[src/clkt_pkg.sv]
// Types, constants and event codes for the twelve-hour clock tick block.
`default_nettype none
package clkt_pkg;

    localparam int unsigned ADD_W   = 3;
    localparam int unsigned SEC_W   = 7;
    localparam int unsigned MIN_W   = 6;
    localparam int unsigned HOUR_W  = 4;
    localparam int unsigned WDAY_W  = 3;
    localparam int unsigned DOY_W   = 9;
    localparam int unsigned YEAR_W  = 16;
    localparam int unsigned CODE_W  = 3;
    localparam int unsigned CFG_IDX_W = 4;

    localparam logic [SEC_W-1:0]  SEC_PER_MIN    = SEC_W'(60);
    localparam logic [MIN_W-1:0]  MIN_PER_HOUR   = MIN_W'(60);
    localparam logic [MIN_W-1:0]  HALF_HOUR      = MIN_W'(30);
    localparam logic [MIN_W-1:0]  MIN_TWENTY     = MIN_W'(20);
    localparam logic [MIN_W-1:0]  MIN_FIFTY      = MIN_W'(50);
    localparam logic [HOUR_W-1:0] HOURS_HALF_DAY = HOUR_W'(12);
    localparam logic [HOUR_W-1:0] HOUR_FIRST     = HOUR_W'(1);
    localparam logic [WDAY_W-1:0] DAYS_PER_WEEK  = WDAY_W'(7);
    localparam logic [DOY_W:0]    YEAR_LIMIT     = (DOY_W+1)'(366);
    localparam logic [DOY_W-1:0]  DOY_FIRST      = DOY_W'(1);

    // Register indexes on the configuration port
    localparam logic [CFG_IDX_W-1:0] REG_TRIG_BASE      = CFG_IDX_W'(0);
    localparam logic [CFG_IDX_W-1:0] REG_TRIG_BASE_HALF = CFG_IDX_W'(1);
    localparam logic [CFG_IDX_W-1:0] REG_TRIG_HALF_BASE = CFG_IDX_W'(2);
    localparam logic [CFG_IDX_W-1:0] REG_TRIG_HOUR_BASE = CFG_IDX_W'(3);

    typedef enum logic [CODE_W-1:0] {
        EV_NONE      = 3'd0,
        EV_MINUTE    = 3'd1,
        EV_HALF_HOUR = 3'd2,
        EV_TRIG_LOW  = 3'd3,
        EV_TWENTY    = 3'd4,
        EV_TRIG_BASE = 3'd5
    } t_event;

    typedef struct packed {
        logic [MIN_W-1:0] base;
        logic [MIN_W-1:0] base_plus_half;
        logic [MIN_W-1:0] half_minus_base;
        logic [MIN_W-1:0] hour_minus_base;
    } t_trig_cfg;

    typedef struct packed {
        logic [SEC_W-1:0]  seconds;
        logic [MIN_W-1:0]  minute;
        logic [HOUR_W-1:0] hour;
        logic              pm;
        logic [WDAY_W-1:0] weekday;
        logic [DOY_W-1:0]  day_of_year;
        logic [YEAR_W-1:0] year;
        logic              leap;
    } t_clk_state;

    typedef struct packed {
        t_event            event_code;
        logic [MIN_W-1:0]  minute;
        logic [HOUR_W-1:0] hour;
        logic              pm;
        logic [WDAY_W-1:0] weekday;
        logic [DOY_W-1:0]  day_of_year;
        logic [YEAR_W-1:0] year;
        logic              leap;
        logic              date_advanced;
    } t_tick_result;

endpackage
`default_nettype wire

[src/clock_tick_with_minute_events_core.sv]
// Top level of the twelve-hour clock tick block with minute event codes.
//
//   channel  direction  handshake                  payload
//   in       sink       i_in_valid / o_in_stall    i_add_seconds
//   out      source     o_out_valid / i_out_stall  o_event_code .. o_date_advanced
//   cfg      sink       i_cfg_valid / o_cfg_ready  i_cfg_index, i_cfg_data
//
// Each beat lands in the input register; from there the tick logic runs, updates
// the clock state and loads the result register once that register is free.
// Throughput is one beat per cycle without out stalls; the input register keeps
// taking beats while the result register is full as long as the result moves on.
// Stall on the out side holds the result and backs up into the input register.
// Reset (synchronous, active low) clears valids, triggers and the clock
// state: 12:00:00 AM, weekday 0, day 1, year 0, leap set.
`default_nettype none
module clock_tick_with_minute_events_core (
    input  wire logic                            i_clk,
    input  wire logic                            i_rst_n,
    // input beats
    input  wire logic                            i_in_valid,
    output logic                                 o_in_stall,
    input  wire logic [clkt_pkg::ADD_W-1:0]      i_add_seconds,
    // result beats
    output logic                                 o_out_valid,
    input  wire logic                            i_out_stall,
    output logic [clkt_pkg::CODE_W-1:0]          o_event_code,
    output logic [clkt_pkg::MIN_W-1:0]           o_out_minute,
    output logic [clkt_pkg::HOUR_W-1:0]          o_out_hour,
    output logic                                 o_out_pm,
    output logic [clkt_pkg::WDAY_W-1:0]          o_out_weekday,
    output logic [clkt_pkg::DOY_W-1:0]           o_out_day_of_year,
    output logic [clkt_pkg::YEAR_W-1:0]          o_out_year,
    output logic                                 o_out_leap,
    output logic                                 o_date_advanced,
    // configuration writes
    input  wire logic                            i_cfg_valid,
    output logic                                 o_cfg_ready,
    input  wire logic [clkt_pkg::CFG_IDX_W-1:0]  i_cfg_index,
    input  wire logic [clkt_pkg::MIN_W-1:0]      i_cfg_data
);

    // input register
    logic                         r_in_valid;
    logic [clkt_pkg::ADD_W-1:0]   r_in_add;
    // clock state
    clkt_pkg::t_clk_state         r_state;
    clkt_pkg::t_clk_state         n_state;
    // result register
    logic                         r_out_valid;
    clkt_pkg::t_tick_result       r_out;
    clkt_pkg::t_tick_result       n_out;

    clkt_pkg::t_trig_cfg          cfg;
    logic                         in_take;
    logic                         advance;
    logic                         out_free;

    // Config writes never wait
    assign o_cfg_ready = 1'b1;

    clkt_cfg_regs u_cfg (
        .i_clk      (i_clk),
        .i_rst_n    (i_rst_n),
        .i_wr_en    (i_cfg_valid),
        .i_wr_index (i_cfg_index),
        .i_wr_data  (i_cfg_data),
        .o_cfg      (cfg)
    );

    clkt_step u_step (
        .i_state  (r_state),
        .i_cfg    (cfg),
        .i_add    (r_in_add),
        .o_state  (n_state),
        .o_result (n_out)
    );

    // Result register frees up when empty or when its beat is taken now
    assign out_free   = !r_out_valid || !i_out_stall;
    assign advance    = r_in_valid && out_free;
    assign o_in_stall = r_in_valid && !out_free;
    assign in_take    = i_in_valid && !o_in_stall;

    always_ff @(posedge i_clk) begin
        if (!i_rst_n) begin
            r_in_valid          <= 1'b0;
            r_out_valid         <= 1'b0;
            r_state.seconds     <= '0;
            r_state.minute      <= '0;
            r_state.hour        <= clkt_pkg::HOURS_HALF_DAY;
            r_state.pm          <= 1'b0;
            r_state.weekday     <= '0;
            r_state.day_of_year <= clkt_pkg::DOY_FIRST;
            r_state.year        <= '0;
            r_state.leap        <= 1'b1;
        end else begin
            if (in_take) begin
                r_in_valid <= 1'b1;
            end else if (advance) begin
                r_in_valid <= 1'b0;
            end
            if (advance) begin
                r_out_valid <= 1'b1;
                r_state     <= n_state;
            end else if (!i_out_stall) begin
                r_out_valid <= 1'b0;
            end
        end
    end

    // Payload registers, no reset
    always_ff @(posedge i_clk) begin
        if (in_take) begin
            r_in_add <= i_add_seconds;
        end
        if (advance) begin
            r_out <= n_out;
        end
    end

    assign o_out_valid       = r_out_valid;
    assign o_event_code      = r_out.event_code;
    assign o_out_minute      = r_out.minute;
    assign o_out_hour        = r_out.hour;
    assign o_out_pm          = r_out.pm;
    assign o_out_weekday     = r_out.weekday;
    assign o_out_day_of_year = r_out.day_of_year;
    assign o_out_year        = r_out.year;
    assign o_out_leap        = r_out.leap;
    assign o_date_advanced   = r_out.date_advanced;

endmodule
`default_nettype wire

[src/clkt_cfg_regs.sv]
// Trigger minute registers written through the configuration port.
`default_nettype none
module clkt_cfg_regs (
    input  wire logic                            i_clk,
    input  wire logic                            i_rst_n,
    input  wire logic                            i_wr_en,
    input  wire logic [clkt_pkg::CFG_IDX_W-1:0]  i_wr_index,
    input  wire logic [clkt_pkg::MIN_W-1:0]      i_wr_data,
    output clkt_pkg::t_trig_cfg                  o_cfg
);

    clkt_pkg::t_trig_cfg r_cfg;
    clkt_pkg::t_trig_cfg n_cfg;

    always_comb begin
        n_cfg = r_cfg;
        if (i_wr_en) begin
            case (i_wr_index)
                clkt_pkg::REG_TRIG_BASE:      n_cfg.base            = i_wr_data;
                clkt_pkg::REG_TRIG_BASE_HALF: n_cfg.base_plus_half  = i_wr_data;
                clkt_pkg::REG_TRIG_HALF_BASE: n_cfg.half_minus_base = i_wr_data;
                clkt_pkg::REG_TRIG_HOUR_BASE: n_cfg.hour_minus_base = i_wr_data;
                default: ; // unmapped index, dropped
            endcase
        end
    end

    always_ff @(posedge i_clk) begin
        if (!i_rst_n) begin
            r_cfg <= '0;
        end else begin
            r_cfg <= n_cfg;
        end
    end

    assign o_cfg = r_cfg;

endmodule
`default_nettype wire

[src/clkt_step.sv]
// Next-state and event logic for one tick of the clock.
`default_nettype none
module clkt_step (
    input  wire clkt_pkg::t_clk_state        i_state,
    input  wire clkt_pkg::t_trig_cfg         i_cfg,
    input  wire logic [clkt_pkg::ADD_W-1:0]  i_add,
    output clkt_pkg::t_clk_state             o_state,
    output clkt_pkg::t_tick_result           o_result
);

    logic [clkt_pkg::SEC_W-1:0]  sec_sum;
    logic [clkt_pkg::MIN_W-1:0]  min_inc;
    logic [clkt_pkg::HOUR_W-1:0] hour_inc;
    logic [clkt_pkg::WDAY_W-1:0] wday_inc;
    logic [clkt_pkg::DOY_W:0]    doy_inc;
    logic [clkt_pkg::DOY_W:0]    doy_limit;
    logic [clkt_pkg::YEAR_W-1:0] year_inc;
    clkt_pkg::t_event            min_event;
    clkt_pkg::t_event            code;
    logic                        dated;
    clkt_pkg::t_clk_state        nxt;

    assign sec_sum   = i_state.seconds + clkt_pkg::SEC_W'(i_add);
    assign min_inc   = i_state.minute + clkt_pkg::MIN_W'(1);
    assign hour_inc  = i_state.hour + clkt_pkg::HOUR_W'(1);
    assign wday_inc  = i_state.weekday + clkt_pkg::WDAY_W'(1);
    assign doy_inc   = {1'b0, i_state.day_of_year} + (clkt_pkg::DOY_W+1)'(1);
    assign doy_limit = clkt_pkg::YEAR_LIMIT + (clkt_pkg::DOY_W+1)'(i_state.leap);
    assign year_inc  = i_state.year + clkt_pkg::YEAR_W'(1);

    // Priority: base triggers, then 20/50, then the low triggers
    always_comb begin
        if (min_inc == i_cfg.base || min_inc == i_cfg.base_plus_half) begin
            min_event = clkt_pkg::EV_TRIG_BASE;
        end else if (min_inc == clkt_pkg::MIN_TWENTY || min_inc == clkt_pkg::MIN_FIFTY) begin
            min_event = clkt_pkg::EV_TWENTY;
        end else if (min_inc == i_cfg.half_minus_base ||
                     min_inc == i_cfg.hour_minus_base) begin
            min_event = clkt_pkg::EV_TRIG_LOW;
        end else begin
            min_event = clkt_pkg::EV_MINUTE;
        end
    end

    always_comb begin
        nxt         = i_state;
        code        = clkt_pkg::EV_NONE;
        dated       = 1'b0;
        nxt.seconds = sec_sum;
        if (sec_sum >= clkt_pkg::SEC_PER_MIN) begin
            nxt.seconds = sec_sum - clkt_pkg::SEC_PER_MIN;
            nxt.minute  = min_inc;
            if (min_inc == clkt_pkg::HALF_HOUR) begin
                code = clkt_pkg::EV_HALF_HOUR;
            end else if (min_inc < clkt_pkg::MIN_PER_HOUR) begin
                code = min_event;
            end else begin
                nxt.minute = '0;
                code       = clkt_pkg::EV_HALF_HOUR;
                nxt.hour   = hour_inc;
                if (hour_inc > clkt_pkg::HOURS_HALF_DAY) begin
                    nxt.hour = clkt_pkg::HOUR_FIRST;
                end else if (hour_inc == clkt_pkg::HOURS_HALF_DAY) begin
                    nxt.pm = ~i_state.pm;
                    // PM -> AM edge: new day
                    if (i_state.pm) begin
                        dated       = 1'b1;
                        nxt.weekday = (wday_inc == clkt_pkg::DAYS_PER_WEEK) ? '0 : wday_inc;
                        if (doy_inc >= doy_limit) begin
                            nxt.year        = year_inc;
                            nxt.day_of_year = clkt_pkg::DOY_FIRST;
                            nxt.leap        = (year_inc[1:0] == 2'b00);
                        end else begin
                            nxt.day_of_year = doy_inc[clkt_pkg::DOY_W-1:0];
                        end
                    end
                end
            end
        end
    end

    assign o_state = nxt;

    always_comb begin
        o_result.event_code    = code;
        o_result.minute        = nxt.minute;
        o_result.hour          = nxt.hour;
        o_result.pm            = nxt.pm;
        o_result.weekday       = nxt.weekday;
        o_result.day_of_year   = nxt.day_of_year;
        o_result.year          = nxt.year;
        o_result.leap          = nxt.leap;
        o_result.date_advanced = dated;
    end

endmodule
`default_nettype wire

[config.mk]
export PLATFORM = sky130hd
export DESIGN_NAME = clock_tick_with_minute_events_core
export DESIGN_NICKNAME = d
export VERILOG_FILES = /design/src/clkt_pkg.sv /design/src/clock_tick_with_minute_events_core.sv /design/src/clkt_cfg_regs.sv /design/src/clkt_step.sv
export SDC_FILE = /design/constraint.sdc
export NUM_CORES = 1
export LEC_CHECK = 0
export ABC_AREA = 1
export BUFFER_PORTS_ARGS = -buffer_cell sky130_fd_sc_hd__buf_4
export CORE_MARGIN = 2
export CORE_UTILIZATION = 30
export CTS_CLUSTER_SIZE = 24
export DETAILED_ROUTE_END_ITERATION = 10
export SKIP_CTS_REPAIR_TIMING = 1
export SYNTH_ARGS = -nofsm -noshare
export SYNTH_HDL_FRONTEND = slang
export SYNTH_HIERARCHICAL = 1
export SYNTH_SLANG_ARGS = --single-unit
[constraint.sdc]
create_clock -name i_clk -period 8.09 [get_ports i_clk]
set_input_delay 1.2135 -clock i_clk [delete_from_list [all_inputs] [get_ports i_clk]]
set_output_delay 1.2135 -clock i_clk [all_outputs]
set_load 0.01 [all_outputs]
-- Word level (Yosys, flattened, before mapping)
Cells that the tools add are included.
- bits in registers: 120
- output and inout bits: 47
- logic and storage cells: 94
- $add $sub $neg: 8
- magnitude comparators: 4
- equal/unequal tests: 13
- mux-type cells: 20
- bitwise logic cells: 4
- reductions and logical operators: 20
- operators by type and width (cell ; number):
    2-to-1 mux 40 bit ; 2
    2-to-1 mux 30 bit ; 2
    2-to-1 mux 47 bit ; 1
    2-to-1 mux 29 bit ; 1
    == test 6 bit ; 4
    2-to-1 mux 17 bit ; 1
    adder 16 x 1 -> 16 bit (second input constant) ; 1
    == test 6 x 5 -> 1 bit (second input constant) ; 2
    adder 9 x 1 -> 10 bit (first input constant) ; 1
    adder 9 x 1 -> 10 bit (second input constant) ; 1
    >= comparator 10 bit ; 1
    2-to-1 mux 3 bit ; 3
    2-to-1 mux 9 bit ; 1
    == test 4 x 2 -> 1 bit (second input constant) ; 2
    AND reduction 2 bit ; 4
    adder 7 x 3 -> 7 bit ; 1
    >= comparator 7 x 6 -> 1 bit (second input constant) ; 1
    subtractor 7 x 6 -> 7 bit (second input constant) ; 1
    adder 6 x 1 -> 6 bit (second input constant) ; 1
    == test 6 bit (second input constant) ; 1
    less-than comparator 6 bit (second input constant) ; 1
    2-to-1 mux 2 bit ; 3
    2-to-1 mux 1 bit ; 5
    OR reduction 5 bit ; 1
    other kinds (16) ; 27

-- Longest topological paths before layout
- depth in word-level cells: 9
- gate-level depth with buffers: 25
- mapped depth without buffers: 23

-- Hierarchy
The synthesis kept the hierarchy.
- modules (own cells, without submodules) (module ; instances ; cells an instance ; area each (um^2)):
    clock_tick_with_minute_events_core ; 1 ; 361 ; 3601.0
    clkt_step ; 1 ; 461 ; 2523.7
    clkt_cfg_regs ; 1 ; 195 ; 1293.7

-- Least setup slack after synthesis
Ideal clock, no wire load.
- kind: input to register
- start point: input i_out_stall
- end point: register r_out, in the netlist o_date_advanced (enable)
- arrival time: 2.450 ns
- data required time: 7.692 ns
- slack: 5.241 ns
- cell stages on the path: 4
- cells stage by stage: nand2_1 -> buf_6 -> nand2_1 -> inv_1
- cells in the longest elaborated chain, start to end: 3
- RTL lines (element ; RTL line ; RTL):
    start, declared ; clock_tick_with_minute_events_core.sv:25 ; input wire logic i_out_stall,
    zero test 1 bit ; -- ;
    logical OR 1 bit ; clock_tick_with_minute_events_core.sv:79 ; assign out_free = !r_out_valid || !i_out_stall;
    logical AND 1 bit ; clock_tick_with_minute_events_core.sv:80 ; assign advance = r_in_valid && out_free;
    via advance ; clock_tick_with_minute_events_core.sv:55 ; logic advance;
    end signal, assigned ; clock_tick_with_minute_events_core.sv:117 ; r_out <= n_out;
    end, declared ; clock_tick_with_minute_events_core.sv:50 ; clkt_pkg::t_tick_result r_out;
The timed path passes the listed nets, and every way through them passes these cells.
A chain may end at the register's enable or synchronous reset.

==> flow_summary_export.csv <==
group,metric,value,unit
global_route,grt_pass1_vias,5462,
power_and_ir_drop,peakVddDrop,0.000121,V
clocking,htree_levels,4,
job,drv_cap,0,
detailed_routing,drt_first_pass_iters,4,
die,die_w,161,um
die,die_y,161,um
clocking,clock_path_buffers,2,
layout,drive_gt1_share,13.4,%
detailed_routing,vias,5915,
layout,num_antenna_cells,0,
detailed_routing,via_per_inst,4.37,
setup_path,critPathKind,"reg2reg",
global_route,grt_use_total,12.7,%
die,ios,65,
power_and_ir_drop,internal-power,1.20,mW
die,rows,57,
synth,ys_warn_count,6,
synth,synth-compound-area-share,6.26,%
detailed_routing,drtIter0Drc,341,
clocking,numCtsBuffers,17,
die,design.core.area,24300,um2
clocking,path_clk_slew,0.06,ns
global_route,antenna_found_initial,0,
global_route,grt_overflow,0,
global_route,grt_pass1_wl,26.6,mm
sta,hold_violations,0,
detailed_routing,drc,0,
sta,hold_ws,0.465,ns
synth,synthesis.area,7420,um2
synth,synth_top_family_by_area,"simple AND/OR/NAND/NOR gates",
power_and_ir_drop,p_leak,3.68,nW
sta,worstMarginPinSlew,0.999,ns
power_and_ir_drop,clkPwrFrac,45.1,%
synth,yosys.area.top_type,"dfxtp_1",
synth,synthArstFlopShare,0,%
clocking,clock-sinks,120,
die,die-area,26000,um2
sta,rsz0062_at_grt,"no",
synth,synth_mux_area_share,0,%
setup_path,path_max_fanout,20,
power_and_ir_drop,powerDensity,198,nW/um2
setup_path,start_kind,"flip-flop",
power_and_ir_drop,pwr-share-seq,42.3,%
synth,synth_edf_count,47,
die,initial_core_util,30.5,%
synth,yosys-top-cells-count,"nand2_1 (218), inv_1 (183), nor2_1 (101), nand3_1 (82), dfxtp_1 (73)",
global_route,grt_start_max_net_pins,93,
layout,final_core_util,34.0,%
sta,finalSetupTns,0,ns
run_status,status,"completed",
clocking,cts_tree,"built",
setup_path,cp.arrival,3.84,ns
clocking,clk_latency,0.41,ns
synth,synth_area_leaders,"dfxtp_1 (20%), edfxtp_1 (19%), nand2_1 (11%)",
synth,synth.distinct_cells,45,
synth,synth-simple-area-share,30.7,%
synth,synth_xor_area_share,3.64,%
setup_path,worstPathRequired,8.40,ns
detailed_routing,wire_per_inst,11.7,um
sta,layout_min_cycle_time,3.54,ns
synth,synth_seq_area_share,38.7,%
synth,synth_top_area_share,19.7,%
power_and_ir_drop,switching_share,26.9,%
setup_path,crit_path_end_kind,"flip-flop",
placement,gp_congestion,0.808,
clocking,cts-root-buf,"clkbuf_16",
synth,synth_fp_nets,1050,
sta,skew,0.00745,ns
layout,nets,1051,
sta,fmax,283,MHz
synth,synth_ff_type,"dfxtp_1",
sta,slew_violations,0,
synth,syn-instance-count,1017,
sta,max-slew-margin-rel,33.3,%
synth,synth-adder-area-share,2.63,%
detailed_routing,final_antenna_net_count,0,
sta,setup_viol,0,
sta,period_share,43.7,%
synth,yosysMostFrequentCell,"nand2_1",
placement,place_hpwl,10.7,mm
power_and_ir_drop,pwr-share-comb,12.6,%
synth,synth-seq-cells,120,
power_and_ir_drop,p_sw,441,uW
synth,postSynthAreaPerCell,7.29,um2
min_path,hold_class,"reg2reg",
detailed_routing,wl,15.9,mm
layout,areaGrowthSynthToFinish,11.6,%
placement,port_buffers,63,
## per-layer routing
metal / track usage [%] / wire length (um)
met3: 2.82 / 654
met4: 3.49 / 125
met1: 16.2 / 7510
met2: 21.5 / 7620
met5: 0 / 0
## registers in the layout (all words and copies together) (netlist names)
name	cells
o_date_advanced	1
o_event_code	3
o_out_day_of_year	9
o_out_hour	4
o_out_leap	1
o_out_minute	6
o_out_pm	1
o_out_valid	1
o_out_weekday	3
o_out_year	16
r_in_add	3
r_in_valid	1
r_state	47
u_cfg/o_cfg	24
## worst paths after layout
| path | start | end | slack (ns) | depth (start not counted) |
|---|---|---|---|---|
| worst max-delay path | r_state[40] | r_state[15] | 4.55 | 20 |
| worst min-delay path | r_state[33] | r_state[33] | 0.46 | 2 |
| worst max register to register | r_state[40] | r_state[15] | 4.55 | 20 |
| worst min register to register | r_state[33] | r_state[33] | 0.46 | 2 |
## critical path, cell delays in order, from the launching register on
cell,delay [ns]
dfxtp_1,0.34
ha_1,0.19
inv_1,0.06
fa_1,0.39
inv_1,0.09
nor2_1,0.04
nor2_1,0.22
ha_1,0.23
nand2_1,0.06
nand2_1,0.08
nand2_2,0.10
nand2_1,0.56
nand2_1,0.27
inv_2,0.15
nand2_1,0.12
o21bai_1,0.17
nand2_1,0.09
inv_1,0.06
nand3_1,0.07
nand2_1,0.11
nor2_1,0.05
## layout by cell type, fill, tap and decap left out, types with 2 or more instances in the layout
cell type   instances
nand2_1           217
o21ai_1             3
clkinv_4            5
inv_6               2
dfxtp_1            72
nor3_1              6
inv_2               5
nand4_1            44
o21a_1              2
a21oi_1            56
nand3_1            82
nand2_4             2
clkinv_1            3
nand3_2             4
nor2_2              7
o22ai_1             9
xor2_1             17
nand2_2             9
nand3_4             4
ha_1               14
or2_2               3
clkinvlp_4          2
nor2_4              2
buf_4              65
edfxtp_1           47
nor4_1              2
bufinv_16           2
clkbuf_16          17
nor2_1            101
nand3b_1            4
o21bai_1            3
clkinv_2            3
nor3b_1             2
o21ai_0            10
xnor2_1            12
inv_1             182
## logic make-up (layout without fill, tap and decap cells)
logic type / Yosys count / after routing
AOI/OAI and AO/OA: 85 / 85
DFF: 120 / 120
adders and majority gates: 15 / 15
buffers and inverters: 273 / 287
and+or+nand+nor: 493 / 493
other: 1 / 1
xor gates and xnor gates: 30 / 30
## area by class of cell
| cell class | count | area, um2 |
|---|---|---|
| clock buffer | 17 | 425 |
| sequential | 120 | 2870 |
| clock inverter | 15 | 154 |
| timing repair buffer | 65 | 488 |
| inverter | 190 | 717 |
| fill | 2577 | 16000 |
| multi-input combinational | 624 | 3220 |
| tap | 324 | 405 |
## metrics by stage
| stage | worst slack [ns] | instance area (um2) | std cells | total power [mW] |
|---|---|---|---|---|
| 2_1_floorplan | 5.24 | 7420 | 1017 | 0.874 |
| 5_1_grt | 4.19 | 8280 | 1355 | 1.72 |
| 4_1_cts | 4.55 | 8280 | 1355 | 1.66 |
| 6_report | 4.55 | 8280 | 1355 | 1.64 |
| 3_3_place_gp | 4.47 | 7700 | 1323 | 0.909 |
| 3_5_place_dp | 4.38 | 7700 | 1323 | 0.913 |
## power groups by stage
stage | clock, mW | combinational, mW | sequential [mW]
after detailed placement | 0 | 0.208 | 0.705
final | 0.739 | 0.206 | 0.692
after CTS | 0.757 | 0.209 | 0.692
after floorplan | 0 | 0.171 | 0.702
after global placement | 0 | 0.204 | 0.705
after global routing | 0.788 | 0.237 | 0.697
(Power assumes the default switching activity.)
